**config.mk**
```make
export PLATFORM = sky130hd
export DESIGN_NAME = auto_headlight_distance_hysteresis
export DESIGN_NICKNAME = d
export VERILOG_FILES = /design/src/rtl/core/ahdh_pkg.sv /design/src/rtl/core/ahdh_cfg.sv /design/src/rtl/core/ahdh_move.sv /design/src/rtl/core/ahdh_ctrl.sv /design/src/rtl/core/auto_headlight_distance_hysteresis.sv
export SDC_FILE = /design/constraint.sdc
export NUM_CORES = 2
export LEC_CHECK = 0
export ABC_CLOCK_PERIOD_IN_PS = 13790
export BUFFER_PORTS_ARGS = -buffer_cell sky130_fd_sc_hd__buf_2
export CAP_MARGIN = 20
export CORE_ASPECT_RATIO = 0.8
export CORE_MARGIN = 10
export CORE_UTILIZATION = 54
export DETAILED_ROUTE_END_ITERATION = 10
export GPL_TIMING_DRIVEN = 0
export PLACE_DENSITY_LB_ADDON = 0.1
export SETUP_SLACK_MARGIN = 0.2
export SYNTH_ARGS = -nofsm -noshare
export SYNTH_HDL_FRONTEND = slang
export SYNTH_SLANG_ARGS = --single-unit
```
**constraint.sdc**
```tcl
create_clock -name clk_i -period 13.79 [get_ports clk_i]
set_input_delay 2.0685 -clock clk_i [delete_from_list [all_inputs] [get_ports clk_i]]
set_output_delay 2.0685 -clock clk_i [all_outputs]
set_load 0.01 [all_outputs]
```
**src/rtl/core/ahdh_pkg.sv**
```systemverilog
`timescale 1ns / 1ps

package ahdh_pkg;

  localparam int unsigned LevelW  = 12;
  localparam int unsigned DistW   = 24;
  localparam int unsigned SpeedW  = 15;
  localparam int unsigned TickW   = 10;
  localparam int unsigned TimeW   = 32;
  localparam int unsigned CfgIdxW = 4;

  // speed * tick, and the steps of the divide by 360 (shift by 3, then a
  // reciprocal multiply for the remaining factor of 45).
  localparam int unsigned ProdW      = SpeedW + TickW;
  localparam int unsigned DivPreSh   = 3;
  localparam int unsigned QuotInW    = ProdW - DivPreSh;
  localparam int unsigned RecipW     = 23;
  localparam int unsigned RecipShift = 28;
  localparam int unsigned RecipFullW = QuotInW + RecipW;
  localparam int unsigned MoveW      = 17;

  localparam logic [RecipW-1:0] RecipMul = 23'd5965233;

  localparam logic [DistW-1:0] AccMax          = {DistW{1'b1}};
  localparam logic [DistW-1:0] OffTunnelDistMm = 24'd20000;
  localparam logic [TimeW-1:0] StartupWindowMs = 32'd5000;
  localparam logic [TimeW-1:0] MinOnMs         = 32'd10000;
  localparam logic [TimeW-1:0] LowSpeedHoldMs  = 32'd3000;
  localparam logic [SpeedW-1:0] LowSpeedCentiKmh = 15'd1000;

  typedef enum logic [CfgIdxW-1:0] {
    CfgStartupDarkLevel = 4'd0,
    CfgDuskLevel        = 4'd1,
    CfgTunnelLevel      = 4'd2,
    CfgOffLevel         = 4'd3,
    CfgOffTunnelLevel   = 4'd4,
    CfgDuskDistanceMm   = 4'd5,
    CfgTunnelDistanceMm = 4'd6,
    CfgOffDistanceMm    = 4'd7
  } cfg_idx_e;

  typedef struct packed {
    logic [LevelW-1:0] startup_dark_level;
    logic [LevelW-1:0] dusk_level;
    logic [LevelW-1:0] tunnel_level;
    logic [LevelW-1:0] off_level;
    logic [LevelW-1:0] off_tunnel_level;
    logic [DistW-1:0]  dusk_distance_mm;
    logic [DistW-1:0]  tunnel_distance_mm;
    logic [DistW-1:0]  off_distance_mm;
  } cfg_t;

  typedef struct packed {
    logic [LevelW-1:0] brightness;
    logic [TimeW-1:0]  time_ms;
    logic              link_active;
    logic              low_speed;
  } tick_info_t;

  typedef struct packed {
    tick_info_t       info;
    logic [MoveW-1:0] move_mm;
  } move_word_t;

endpackage

```
**src/rtl/core/ahdh_cfg.sv**
```systemverilog
`timescale 1ns / 1ps

module ahdh_cfg (
  input  logic                          clk_i,
  input  logic                          rst_ni,
  input  logic                          cfg_we_i,
  input  logic [ahdh_pkg::CfgIdxW-1:0]  cfg_index_i,
  input  logic [ahdh_pkg::DistW-1:0]    cfg_data_i,
  output ahdh_pkg::cfg_t                cfg_o
);
  import ahdh_pkg::*;

  cfg_t cfg_q, cfg_d;

  always_comb begin
    cfg_d = cfg_q;
    if (cfg_we_i) begin
      unique case (cfg_idx_e'(cfg_index_i))
        CfgStartupDarkLevel: cfg_d.startup_dark_level = cfg_data_i[LevelW-1:0];
        CfgDuskLevel:        cfg_d.dusk_level         = cfg_data_i[LevelW-1:0];
        CfgTunnelLevel:      cfg_d.tunnel_level       = cfg_data_i[LevelW-1:0];
        CfgOffLevel:         cfg_d.off_level          = cfg_data_i[LevelW-1:0];
        CfgOffTunnelLevel:   cfg_d.off_tunnel_level   = cfg_data_i[LevelW-1:0];
        CfgDuskDistanceMm:   cfg_d.dusk_distance_mm   = cfg_data_i;
        CfgTunnelDistanceMm: cfg_d.tunnel_distance_mm = cfg_data_i;
        CfgOffDistanceMm:    cfg_d.off_distance_mm    = cfg_data_i;
        default: ;
      endcase
    end
  end

  always_ff @(posedge clk_i or negedge rst_ni) begin
    if (!rst_ni) begin
      cfg_q.startup_dark_level <= 12'd1228;
      cfg_q.dusk_level         <= 12'd1228;
      cfg_q.tunnel_level       <= 12'd409;
      cfg_q.off_level          <= 12'd2048;
      cfg_q.off_tunnel_level   <= 12'd1638;
      cfg_q.dusk_distance_mm   <= 24'd100000;
      cfg_q.tunnel_distance_mm <= 24'd30000;
      cfg_q.off_distance_mm    <= 24'd200000;
    end else begin
      cfg_q <= cfg_d;
    end
  end

  assign cfg_o = cfg_q;

endmodule

```
**src/rtl/core/ahdh_move.sv**
```systemverilog
`timescale 1ns / 1ps

module ahdh_move (
  input  logic                         clk_i,
  input  logic                         rst_ni,
  input  logic                         in_valid_i,
  output logic                         in_ready_o,
  input  logic [ahdh_pkg::LevelW-1:0]  brightness_i,
  input  logic [ahdh_pkg::SpeedW-1:0]  speed_centi_kmh_i,
  input  logic [ahdh_pkg::TickW-1:0]   tick_ms_i,
  input  logic [ahdh_pkg::TimeW-1:0]   time_ms_i,
  input  logic                         link_active_i,
  output logic                         move_valid_o,
  input  logic                         move_ready_i,
  output ahdh_pkg::move_word_t         move_o
);
  import ahdh_pkg::*;

  // Three stages: captured word, speed times tick, distance in millimetres.
  logic a_valid_q, b_valid_q, c_valid_q;
  logic a_ready, b_ready, c_ready;

  tick_info_t        a_info_q, b_info_q, c_info_q;
  logic [SpeedW-1:0] a_speed_q;
  logic [TickW-1:0]  a_tick_q;
  logic [ProdW-1:0]  b_prod_q, b_prod_d;
  logic [MoveW-1:0]  c_move_q, c_move_d;
  logic [QuotInW-1:0]    quot_in;
  logic [RecipFullW-1:0] recip_full;

  assign c_ready    = !c_valid_q || move_ready_i;
  assign b_ready    = !b_valid_q || c_ready;
  assign a_ready    = !a_valid_q || b_ready;
  assign in_ready_o = a_ready;

  assign b_prod_d   = ProdW'(a_speed_q) * ProdW'(a_tick_q);
  assign quot_in    = b_prod_q[ProdW-1:DivPreSh];
  assign recip_full = RecipFullW'(quot_in) * RecipFullW'(RecipMul);
  assign c_move_d   = recip_full[RecipShift+MoveW-1:RecipShift];

  always_ff @(posedge clk_i or negedge rst_ni) begin
    if (!rst_ni) begin
      a_valid_q <= 1'b0;
      b_valid_q <= 1'b0;
      c_valid_q <= 1'b0;
    end else begin
      if (a_ready) begin
        a_valid_q <= in_valid_i;
      end
      if (b_ready) begin
        b_valid_q <= a_valid_q;
      end
      if (c_ready) begin
        c_valid_q <= b_valid_q;
      end
    end
  end

  always_ff @(posedge clk_i) begin
    if (a_ready && in_valid_i) begin
      a_info_q.brightness  <= brightness_i;
      a_info_q.time_ms     <= time_ms_i;
      a_info_q.link_active <= link_active_i;
      a_info_q.low_speed   <= (speed_centi_kmh_i <= LowSpeedCentiKmh);
      a_speed_q            <= speed_centi_kmh_i;
      a_tick_q             <= tick_ms_i;
    end
    if (b_ready && a_valid_q) begin
      b_info_q <= a_info_q;
      b_prod_q <= b_prod_d;
    end
    if (c_ready && b_valid_q) begin
      c_info_q <= b_info_q;
      c_move_q <= c_move_d;
    end
  end

  assign move_valid_o    = c_valid_q;
  assign move_o.info     = c_info_q;
  assign move_o.move_mm  = c_move_q;

endmodule

```
**src/rtl/core/ahdh_ctrl.sv**
```systemverilog
`timescale 1ns / 1ps

module ahdh_ctrl (
  input  logic                        clk_i,
  input  logic                        rst_ni,
  input  ahdh_pkg::cfg_t              cfg_i,
  input  logic                        move_valid_i,
  output logic                        move_ready_o,
  input  ahdh_pkg::move_word_t        move_i,
  output logic                        out_valid_o,
  input  logic                        out_ready_i,
  output logic                        light_on_o,
  output logic                        in_startup_o,
  output logic [ahdh_pkg::DistW-1:0]  dusk_accum_mm_o,
  output logic [ahdh_pkg::DistW-1:0]  off_accum_mm_o
);
  import ahdh_pkg::*;

  function automatic logic [DistW-1:0] sat_add(logic [DistW-1:0] acc, logic [MoveW-1:0] add);
    logic [DistW:0] s;
    s = {1'b0, acc} + (DistW+1)'(add);
    return s[DistW] ? AccMax : s[DistW-1:0];
  endfunction

  logic startup_done_q, startup_done_d;
  logic link_seen_q, link_seen_d;
  logic lamp_q, lamp_d;
  logic [TimeW-1:0] on_since_q, on_since_d;
  logic [TimeW-1:0] link_since_q, link_since_d;
  logic [TimeW-1:0] dark_since_q, dark_since_d;
  logic [DistW-1:0] tunnel_acc_q, tunnel_acc_d;
  logic [DistW-1:0] dusk_acc_q, dusk_acc_d;
  logic [DistW-1:0] off_acc_q, off_acc_d;
  logic [DistW-1:0] off_tun_acc_q, off_tun_acc_d;
  logic out_valid_q;
  logic advance;

  logic [LevelW-1:0] bright;
  logic [TimeW-1:0]  now;
  logic [MoveW-1:0]  move;

  assign bright       = move_i.info.brightness;
  assign now          = move_i.info.time_ms;
  assign move         = move_i.move_mm;
  assign move_ready_o = !out_valid_q || out_ready_i;
  assign advance      = move_valid_i && move_ready_o;

  always_comb begin
    logic run;
    logic lamp_cur;
    logic can_off;
    run            = 1'b1;
    lamp_cur       = 1'b0;
    can_off        = 1'b0;
    startup_done_d = startup_done_q;
    link_seen_d    = link_seen_q;
    lamp_d         = lamp_q;
    on_since_d     = on_since_q;
    link_since_d   = link_since_q;
    dark_since_d   = dark_since_q;
    tunnel_acc_d   = tunnel_acc_q;
    dusk_acc_d     = dusk_acc_q;
    off_acc_d      = off_acc_q;
    off_tun_acc_d  = off_tun_acc_q;

    if (!startup_done_q) begin
      if (move_i.info.link_active && !link_seen_q) begin
        link_seen_d  = 1'b1;
        link_since_d = now;
      end
      if (link_seen_d) begin
        if (bright <= cfg_i.startup_dark_level) begin
          lamp_d         = 1'b1;
          on_since_d     = now;
          startup_done_d = 1'b1;
        end else if ((now - link_since_d) >= StartupWindowMs) begin
          startup_done_d = 1'b1;
        end
      end
      if (!startup_done_d) begin
        run = 1'b0;
      end
    end

    if (run && !move_i.info.link_active) begin
      lamp_d        = 1'b0;
      tunnel_acc_d  = '0;
      dusk_acc_d    = '0;
      off_acc_d     = '0;
      off_tun_acc_d = '0;
      dark_since_d  = '0;
      run           = 1'b0;
    end

    lamp_cur = lamp_d;
    if (run) begin
      if (!lamp_cur) begin
        if (bright <= cfg_i.tunnel_level) begin
          tunnel_acc_d = sat_add(tunnel_acc_q, move);
          if (dark_since_q == '0) begin
            dark_since_d = now;
          end
          if ((tunnel_acc_d >= cfg_i.tunnel_distance_mm) ||
              (move_i.info.low_speed && ((now - dark_since_d) >= LowSpeedHoldMs))) begin
            lamp_d     = 1'b1;
            on_since_d = now;
          end
        end else begin
          tunnel_acc_d = '0;
          dark_since_d = '0;
        end
        if (bright <= cfg_i.dusk_level) begin
          dusk_acc_d = sat_add(dusk_acc_q, move);
          if (dusk_acc_d >= cfg_i.dusk_distance_mm) begin
            lamp_d     = 1'b1;
            on_since_d = now;
          end
        end else begin
          dusk_acc_d = '0;
        end
        off_acc_d     = '0;
        off_tun_acc_d = '0;
      end else begin
        can_off       = (now - on_since_d) >= MinOnMs;
        off_acc_d     = (bright > cfg_i.off_level) ? sat_add(off_acc_q, move) : '0;
        off_tun_acc_d = (bright > cfg_i.off_tunnel_level) ?
                        sat_add(off_tun_acc_q, move) : '0;
        if (can_off && ((off_acc_d >= cfg_i.off_distance_mm) ||
                        (off_tun_acc_d >= OffTunnelDistMm))) begin
          lamp_d       = 1'b0;
          tunnel_acc_d = '0;
          dusk_acc_d   = '0;
        end
      end
    end
  end

  always_ff @(posedge clk_i or negedge rst_ni) begin
    if (!rst_ni) begin
      startup_done_q <= 1'b0;
      link_seen_q    <= 1'b0;
      lamp_q         <= 1'b0;
      on_since_q     <= '0;
      link_since_q   <= '0;
      dark_since_q   <= '0;
      tunnel_acc_q   <= '0;
      dusk_acc_q     <= '0;
      off_acc_q      <= '0;
      off_tun_acc_q  <= '0;
      out_valid_q    <= 1'b0;
    end else begin
      if (advance) begin
        startup_done_q <= startup_done_d;
        link_seen_q    <= link_seen_d;
        lamp_q         <= lamp_d;
        on_since_q     <= on_since_d;
        link_since_q   <= link_since_d;
        dark_since_q   <= dark_since_d;
        tunnel_acc_q   <= tunnel_acc_d;
        dusk_acc_q     <= dusk_acc_d;
        off_acc_q      <= off_acc_d;
        off_tun_acc_q  <= off_tun_acc_d;
      end
      if (move_ready_o) begin
        out_valid_q <= move_valid_i;
      end
    end
  end

  always_ff @(posedge clk_i) begin
    if (advance) begin
      light_on_o      <= lamp_d;
      in_startup_o    <= !startup_done_d;
      dusk_accum_mm_o <= dusk_acc_d;
      off_accum_mm_o  <= off_acc_d;
    end
  end

  assign out_valid_o = out_valid_q;

endmodule

```
**src/rtl/core/auto_headlight_distance_hysteresis.sv**
```systemverilog
`timescale 1ns / 1ps

// Automatic headlight controller: one control tick word in, one result word out. A new word
// is taken in every clock cycle unless the result side stalls; each word passes
// through a capture register, a speed-times-tick multiply stage, a divide-by-360 stage and the
// result register. The lamp state update is combinational and is registered when a word is
// taken, so that each word sees the state left by the one before it. Configuration writes take
// effect on the following edge and are meant to be made while no word is in flight.
module auto_headlight_distance_hysteresis (
  input  logic                          clk_i,
  input  logic                          rst_ni,
  input  logic                          cfg_we_i,
  input  logic [ahdh_pkg::CfgIdxW-1:0]  cfg_index_i,
  input  logic [ahdh_pkg::DistW-1:0]    cfg_data_i,
  input  logic                          in_valid_i,
  output logic                          in_ready_o,
  input  logic [ahdh_pkg::LevelW-1:0]   brightness_i,
  input  logic [ahdh_pkg::SpeedW-1:0]   speed_centi_kmh_i,
  input  logic [ahdh_pkg::TickW-1:0]    tick_ms_i,
  input  logic [ahdh_pkg::TimeW-1:0]    time_ms_i,
  input  logic                          link_active_i,
  output logic                          out_valid_o,
  input  logic                          out_ready_i,
  output logic                          light_on_o,
  output logic                          in_startup_o,
  output logic [ahdh_pkg::DistW-1:0]    dusk_accum_mm_o,
  output logic [ahdh_pkg::DistW-1:0]    off_accum_mm_o
);
  import ahdh_pkg::*;

  cfg_t       cfg;
  move_word_t move_word;
  logic       move_valid;
  logic       move_ready;

  ahdh_cfg u_cfg (
    .clk_i       (clk_i),
    .rst_ni      (rst_ni),
    .cfg_we_i    (cfg_we_i),
    .cfg_index_i (cfg_index_i),
    .cfg_data_i  (cfg_data_i),
    .cfg_o       (cfg)
  );

  ahdh_move u_move (
    .clk_i             (clk_i),
    .rst_ni            (rst_ni),
    .in_valid_i        (in_valid_i),
    .in_ready_o        (in_ready_o),
    .brightness_i      (brightness_i),
    .speed_centi_kmh_i (speed_centi_kmh_i),
    .tick_ms_i         (tick_ms_i),
    .time_ms_i         (time_ms_i),
    .link_active_i     (link_active_i),
    .move_valid_o      (move_valid),
    .move_ready_i      (move_ready),
    .move_o            (move_word)
  );

  ahdh_ctrl u_ctrl (
    .clk_i           (clk_i),
    .rst_ni          (rst_ni),
    .cfg_i           (cfg),
    .move_valid_i    (move_valid),
    .move_ready_o    (move_ready),
    .move_i          (move_word),
    .out_valid_o     (out_valid_o),
    .out_ready_i     (out_ready_i),
    .light_on_o      (light_on_o),
    .in_startup_o    (in_startup_o),
    .dusk_accum_mm_o (dusk_accum_mm_o),
    .off_accum_mm_o  (off_accum_mm_o)
  );

endmodule

```
======== Word level (Yosys, flattened, before mapping) ========
Cells that the tools add are included.
storage, ports and cells
  register bits after elaboration ......... 586
  bits of input ports ..................... 103
  output and inout port bits .............. 52
  logic and storage cells ................. 168
cells by class
  $add $sub $neg .......................... 7
  $mul .................................... 2
  magnitude comparators ................... 13
  equal/unequal tests ..................... 7
  muxes and demuxes ....................... 62
  bitwise operators ....................... 1
  reductions and logical operators ........ 34
operator list
  operator                  count
  $mux W32                  19
  $mux W24                  22
  $add A24 B17 Y25          4
  $sub A32 B32 Y32          3
  $ge A24 B24 Y1            3
  $mul A22 B23 Y45 const B  1
  $le A12 B12 Y1            3
  $ge A32 B12 Y1 const B    1
  $ge A32 B13 Y1 const B    1
  $ge A32 B14 Y1 const B    1
  $logic_not A32 Y1         1
  $mul A15 B10 Y25          1
  $ge A24 B15 Y1 const B    1
  $gt A12 B12 Y1            2
  $mux W1                   21
  $reduce_and A2 Y1         10
  $eq A4 B3 Y1 const B      4
  $le A15 B10 Y1 const B    1
  $eq A4 B2 Y1 const B      2
  $logic_and A1 B1 Y1       8
  $logic_not A1 Y1          7
  $logic_or A1 B1 Y1        6
  $eq A4 B1 Y1 const B      1
  $logic_not A4 Y1          1
  2 further kinds           2

======== Longest topological paths before layout ========
  word-level depth ........................ 28
  depth in mapped cells ................... 43
  depth with buffers taken out ............ 38

======== Modules after synthesis ========
From an unflattened synthesis, not the netlist that was laid out.
second synthesis, totals
  cells, all modules ...................... 4552
  area, all modules ....................... 46429.5 µm²
modules (own cells, without submodules)
  module     instances  cells each  area an instance (µm²)  seq. area each (µm²)
  ahdh_ctrl  1          2780        23620.2                 6406.1
  ahdh_move  1          1485        17773.3                 6140.9
  ahdh_cfg   1          287         5036.1                  3354.5

======== Worst setup path after synthesis ========
No wires, ideal clock.
  kind .................................... reg2reg
  start point ............................. register u_move.c_info_q (netlist bit u_move.move_o[18])
  end point ............................... register u_ctrl.on_since_q[10]
  library setup time ...................... 125 ps
  arrival time ............................ 9382 ps
  data required time ...................... 13665 ps
  setup slack ............................. 4283 ps
  stages on the path, launching flop included .. 42
  path buffers ............................ 7
  period minus slack after synthesis ...... 9507 ps
  cells stage by stage .................... edfxtp_1 buf_2 nand2b_1 buf_2 buf_1 buf_1 nor2_1 a21oi_1 fa_1 a21boi_0 o311ai_2 a31oi_4 o31ai_1 mux2i_1 o21ai_1 a311o_1 a2111oi_0 nand4_1 [... 6 more ...] ha_1 nor2b_1 o21a_1 o211a_1 or3_1 a41o_1 a311oi_1 a21oi_1 o311a_1 nor2_1 mux2i_1 or4bb_1 a2111oi_2 a31oi_1 nand3b_2 a31oi_4 buf_6 mux2_4
between the ends
  cells in the longest elaborated chain, start to end .. 27
  elaborated cells on any way between the ends .. 36
  those cells by class .................... 2 x add/sub; 2 x order compare; 27 x mux; 5 x reduce/logical
ends and longest elaborated chain
  what                    RTL line          source
  start, declared         ahdh_move.sv:23   tick_info_t a_info_q, b_info_q, c_info_q;
  start signal, assigned  ahdh_move.sv:73   c_info_q <= b_info_q;
  $logic_and A1 B1 Y1     ahdh_ctrl.sv:67   if (move_i.info.link_active && !link_seen_q) begin
  $mux W32                ahdh_ctrl.sv:67
  $mux W32                ahdh_ctrl.sv:66   if (!startup_done_q) begin
  $sub A32 B32 Y32        ahdh_ctrl.sv:76   end else if ((now - link_since_d) >= StartupWindowMs) begin
  $ge A32 B13 Y1          ahdh_ctrl.sv:76
  $mux W1                 ahdh_ctrl.sv:76
  $mux W1                 ahdh_ctrl.sv:72   if (bright <= cfg_i.startup_dark_level) begin
  $mux W1                 ahdh_ctrl.sv:71   if (link_seen_d) begin
  [... 11 more ...]       n/a
  $logic_and A1 B1 Y1     ahdh_ctrl.sv:104  (move_i.info.low_speed && ((now - dark_since_d) >= LowSpeedHoldMs))) begin
  $logic_or A1 B1 Y1      ahdh_ctrl.sv:103  if ((tunnel_acc_d >= cfg_i.tunnel_distance_mm) ||
  $mux W32                ahdh_ctrl.sv:103
  $mux W32                ahdh_ctrl.sv:98   if (bright <= cfg_i.tunnel_level) begin
  $mux W32                ahdh_ctrl.sv:114  if (dusk_acc_d >= cfg_i.dusk_distance_mm) begin
  $mux W32                ahdh_ctrl.sv:112  if (bright <= cfg_i.dusk_level) begin
  $mux W32                ahdh_ctrl.sv:97   if (!lamp_cur) begin
  $mux W32 (*)            ahdh_ctrl.sv:96   if (run) begin
  end signal, assigned    ahdh_ctrl.sv:156  on_since_q <= on_since_d;
  end, declared           ahdh_ctrl.sv:28   logic [TimeW-1:0] on_since_q, on_since_d;
Every way passes the cells marked *; elsewhere a longest branch is shown, timed or not. The select of a mux whose other input is x is not followed.
A chain may end at the register's enable or synchronous reset.

======== Worst setup path in the final report ========
  start point ............................. register u_move.c_info_q (netlist bit u_move.move_o[18])
  end point ............................... register u_ctrl.on_since_q[25]
Same word-level chain as after synthesis.

==> metrics.md <==
| Metric | Value |
|---|---|
| Worst EP required | `~14 ns` |
| # diodes | `0` |
| Residual DRC count | `0` |
| Max Freq | `roughly 78 MHz` |
| Number of flops mapped to enable cells by yosys | `approximately 250` |
| Setup crit end | `u_ctrl.on_since_q[25]` |
| Worst-skew pair later-pin latency | `about 0.63 ns` |
| Slew @ Worst Pin | `1.16 ns` |
| Root buf cell | `clkbuf_16` |
| Starting Density | `between 50% and 60%` |
| Die area | `between 90000 and 100000 um^2` |
| Main combinational cell family by area after synthesis | `adder cells` |
| CTS sink cnt | `~580` |
| 1st-iter DRT viols | `approximately 2600` |
| PortBufs | `~150` |
| Synth Area in Adders | `around 25%` |
| H-tree lvl count | `3` |
| R2R setup slack | `approximately 1.0 ns` |
| Top cells by area, synth | `edfxtp_1, dfrtp_1, ha_1` |
| Startpoint Class | `register` |
| Status | `complete, no violations` |
| Period Utilization, post-route | `slightly above 90%` |
| Final GP Congestion | `slightly above 0.9` |
| Crit path capture type | `register` |
| Std cell rows | `94` |
| Critical-path maximum fanout | `10` |
| Setup CP Type | `register to register` |
| Dpl hpwl | `between 80000 and 90000 um` |
| Routed wire length per instance | `just under 20 um` |
| Worst r2r src | `u_move.move_o[18]` |
| Count of cell types in the netlist | `95` |
| Seq/Total Area, Yosys | `about 36%` |
| Simple-Gate Fraction of Synth Area | `11.8%` |
| Reg clk slew, reported paths | `around 0.060 ns` |
| TritonCTS Buffers | `67` |
| Final Hold Fails | `0` |
| Most frequent cells after synthesis | `ha_1, inv_1, nand2_1` |
| Nets | `5487` |
| CP delay by family, top | `compound AO/OA/AOI/OAI gates` |
| R2R cell count | `41` |
| CP Launch Point | `u_move.move_o[18]` |
| Post-Synth XOR/XNOR Area | `2.43%` |
| CTS tree | `built` |
| First-pass GRT wire length | `between 150000 and 200000 um` |
| Hold Crit Class | `register to register` |
| Mux cell area share after synthesis | `4.67%` |
| Buf+Inv Stages, Crit Path | `7` |
| Worst Path Arrival | `13.22 ns` |
| Max Cap Viol | `0` |
| Mapped Area | `44700 um^2` |
| Asr flop ratio synth | `between 50% and 60%` |
| Worst Skew | `between 0.03 and 0.04 ns` |
| Total core area | `slightly above 80000 um^2` |
| Area share of the largest cell type after synthesis | `around 17%` |
| Peak per-stage delay on the critical path | `~0.85 ns` |
| Final count of pins violating max slew | `0` |
| Synth-to-Final Area Change | `10.3%` |
| Final min period | `between 10 and 15 ns` |
| Max Root-Sink Buffers | `3` |
| Die X | `around 340 um` |
| Mean Syn Cell Area | `10.2 um^2` |
| Critical path depth in cells | `a little over 40` |
| Worst min-delay path startpoint | `u_move.b_info_q[25]` |
| Setup TNS | `0 ns` |
| Number of vias per cell | `about 5.7` |
| Routed WL | `roughly 110000 um` |
| Mapped Cells | `~4400` |
| Reg2Reg Capture Point | `u_ctrl.on_since_q[25]` |
| Top_reg_cell synth | `dfrtp_1` |
| Most used cell, CP | `a21oi_1` |
| RSZ-0062 raised after global routing | `no` |
| Initial antenna violation count | `7` |
| Synth Net Count | `~5300` |
| GRT overflow | `0` |
| Router iterations before antenna repair | `5` |
| Vias in the first global route | `about 32000` |
| Count leader, synth | `ha_1` |
| Share of cells above drive strength 1 | `a little over 10%` |
| Vias | `33080` |
| Seq cells post-synth | `between 500 and 600` |
| Worst path slowest cell | `a2111oi_0` |
| Die span in y | `277 um` |
| Ports | `around 160` |
| GR Util All Layers | `between 20% and 30%` |
| Filler Cells Inserted | `approximately 7100` |
| Largest net degree at the start of global routing | `about 120` |
| ANT nets after route | `0` |
| Slew margin rel. | `between 20% and 30%` |
| Area leader, netlist | `edfxtp_1` |
| Compound-Gate Fraction of Synth Area | `14.6%` |
| Final Setup Violations | `0` |
| Yosys warnings | `0` |
-- final cells by class --
cell class	count	area [um^2]	area share [%]
inverter	512	1920	3.90
multi-input combinational	3158	26300	53.4
clock buffer	85	1820	3.69
timing repair buffer	162	971	1.97
sequential	583	15900	32.3
clock inverter	38	400	0.813
buffer	135	562	1.14
tap	1104	1380	2.81
-- cells by family (layout without fill, tap and decap cells) --
group | count (synthesis) | in the layout
xor+xnor | 124 | 124
mux | 182 | 182
buf+inv | 647 | 932
flops | 583 | 583
simple gates | 1086 | 1086
fa+ha+maj | 765 | 765
compound gates | 1001 | 1001
-- flip-flops by register name, summed over array words and instances (netlist names), 24 cells and up --
signal,count
u_ctrl.dusk_acc_q,24
u_ctrl.on_since_q,32
u_move.a_info_q,46
u_cfg.cfg_o,132
u_ctrl.off_tun_acc_q,24
u_ctrl.dusk_accum_mm_o,24
u_ctrl.off_accum_mm_o,24
u_ctrl.tunnel_acc_q,24
u_ctrl.link_since_q,32
u_move.b_info_q,46
u_ctrl.off_acc_q,24
u_move.move_o,46
u_ctrl.dark_since_q,32
-- layout by cell type, fill, tap and decap left out, types with 24 or more instances in the layout --
master     netlist  layout
xor2_1          41      41
or3_1           26      26
mux2i_1         63      63
inv_1          512     511
a21oi_1        193     193
a22o_1          61      61
ha_1           528     528
a21o_1          76      76
xnor2_1         83      83
nand4_1         37      37
mux2_2          88      88
nand2_1        419     419
fa_1           237     237
o21a_1          42      42
dfrtp_1        290     290
nand2b_1        61      61
a31oi_1         30      30
a22oi_1         36      36
nor3_1          49      49
and2_1          84      81
nor2b_1         57      57
a211oi_1        24      24
dfstp_2         41      41
nor2_1         183     183
o21ai_0        320     320
clkbuf_16        0      68
nand3_1         65      65
buf_2           13     167
mux2_4          30      30
edfxtp_1       252     252
clkbuf_1       101     113
-- layer usage --
layer / GRT usage (%) / wire [um]
met2: 34.5 / 47700
met3: 5.72 / 9220
met5: 0 / 11
met4: 6.25 / 2830
met1: 36.1 / 55100
-- per-stage QoR --
stage / std cells / hold WS (ns) / setup WS [ns] / area [um^2] / util [%]
3_5_place_dp: 5654 / 0.405 / 1.23 / 47000 / 57.3
6_report: 5777 / 0.397 / 1.05 / 49200 / 60.0
4_1_cts: 5777 / 0.395 / 1.16 / 49200 / 60.0
5_1_grt: 5777 / 0.397 / 0.404 / 49200 / 60.0
3_3_place_gp: 5646 / 0.401 / 1.27 / 46800 / 57.0
2_1_floorplan: 4388 / 0.400 / 4.28 / 44700 / -
-- what timing repair did --
action	CTS	global route
endpoints found under the setup margin	0	30
buffers inserted	0	0
hold buffers	0	0
resized for setup	0	1
-- how the worst min path moves through the flow --
stage	cells after the start	slack, ns	endpoint
2_1_floorplan	0	0.40	u_move.b_info_q[0]
3_5_place_dp	0	0.40	u_move.b_info_q[25]
4_1_cts	0	0.39	u_move.move_o[42]
5_1_grt	0	0.40	u_move.move_o[42]
3_3_place_gp	0	0.40	u_move.move_o[51]
6_report	0	0.40	u_move.move_o[42]
Power is not shown: default switching activity piles up to over one toggle a cycle in this logic, so the estimate is an artifact.
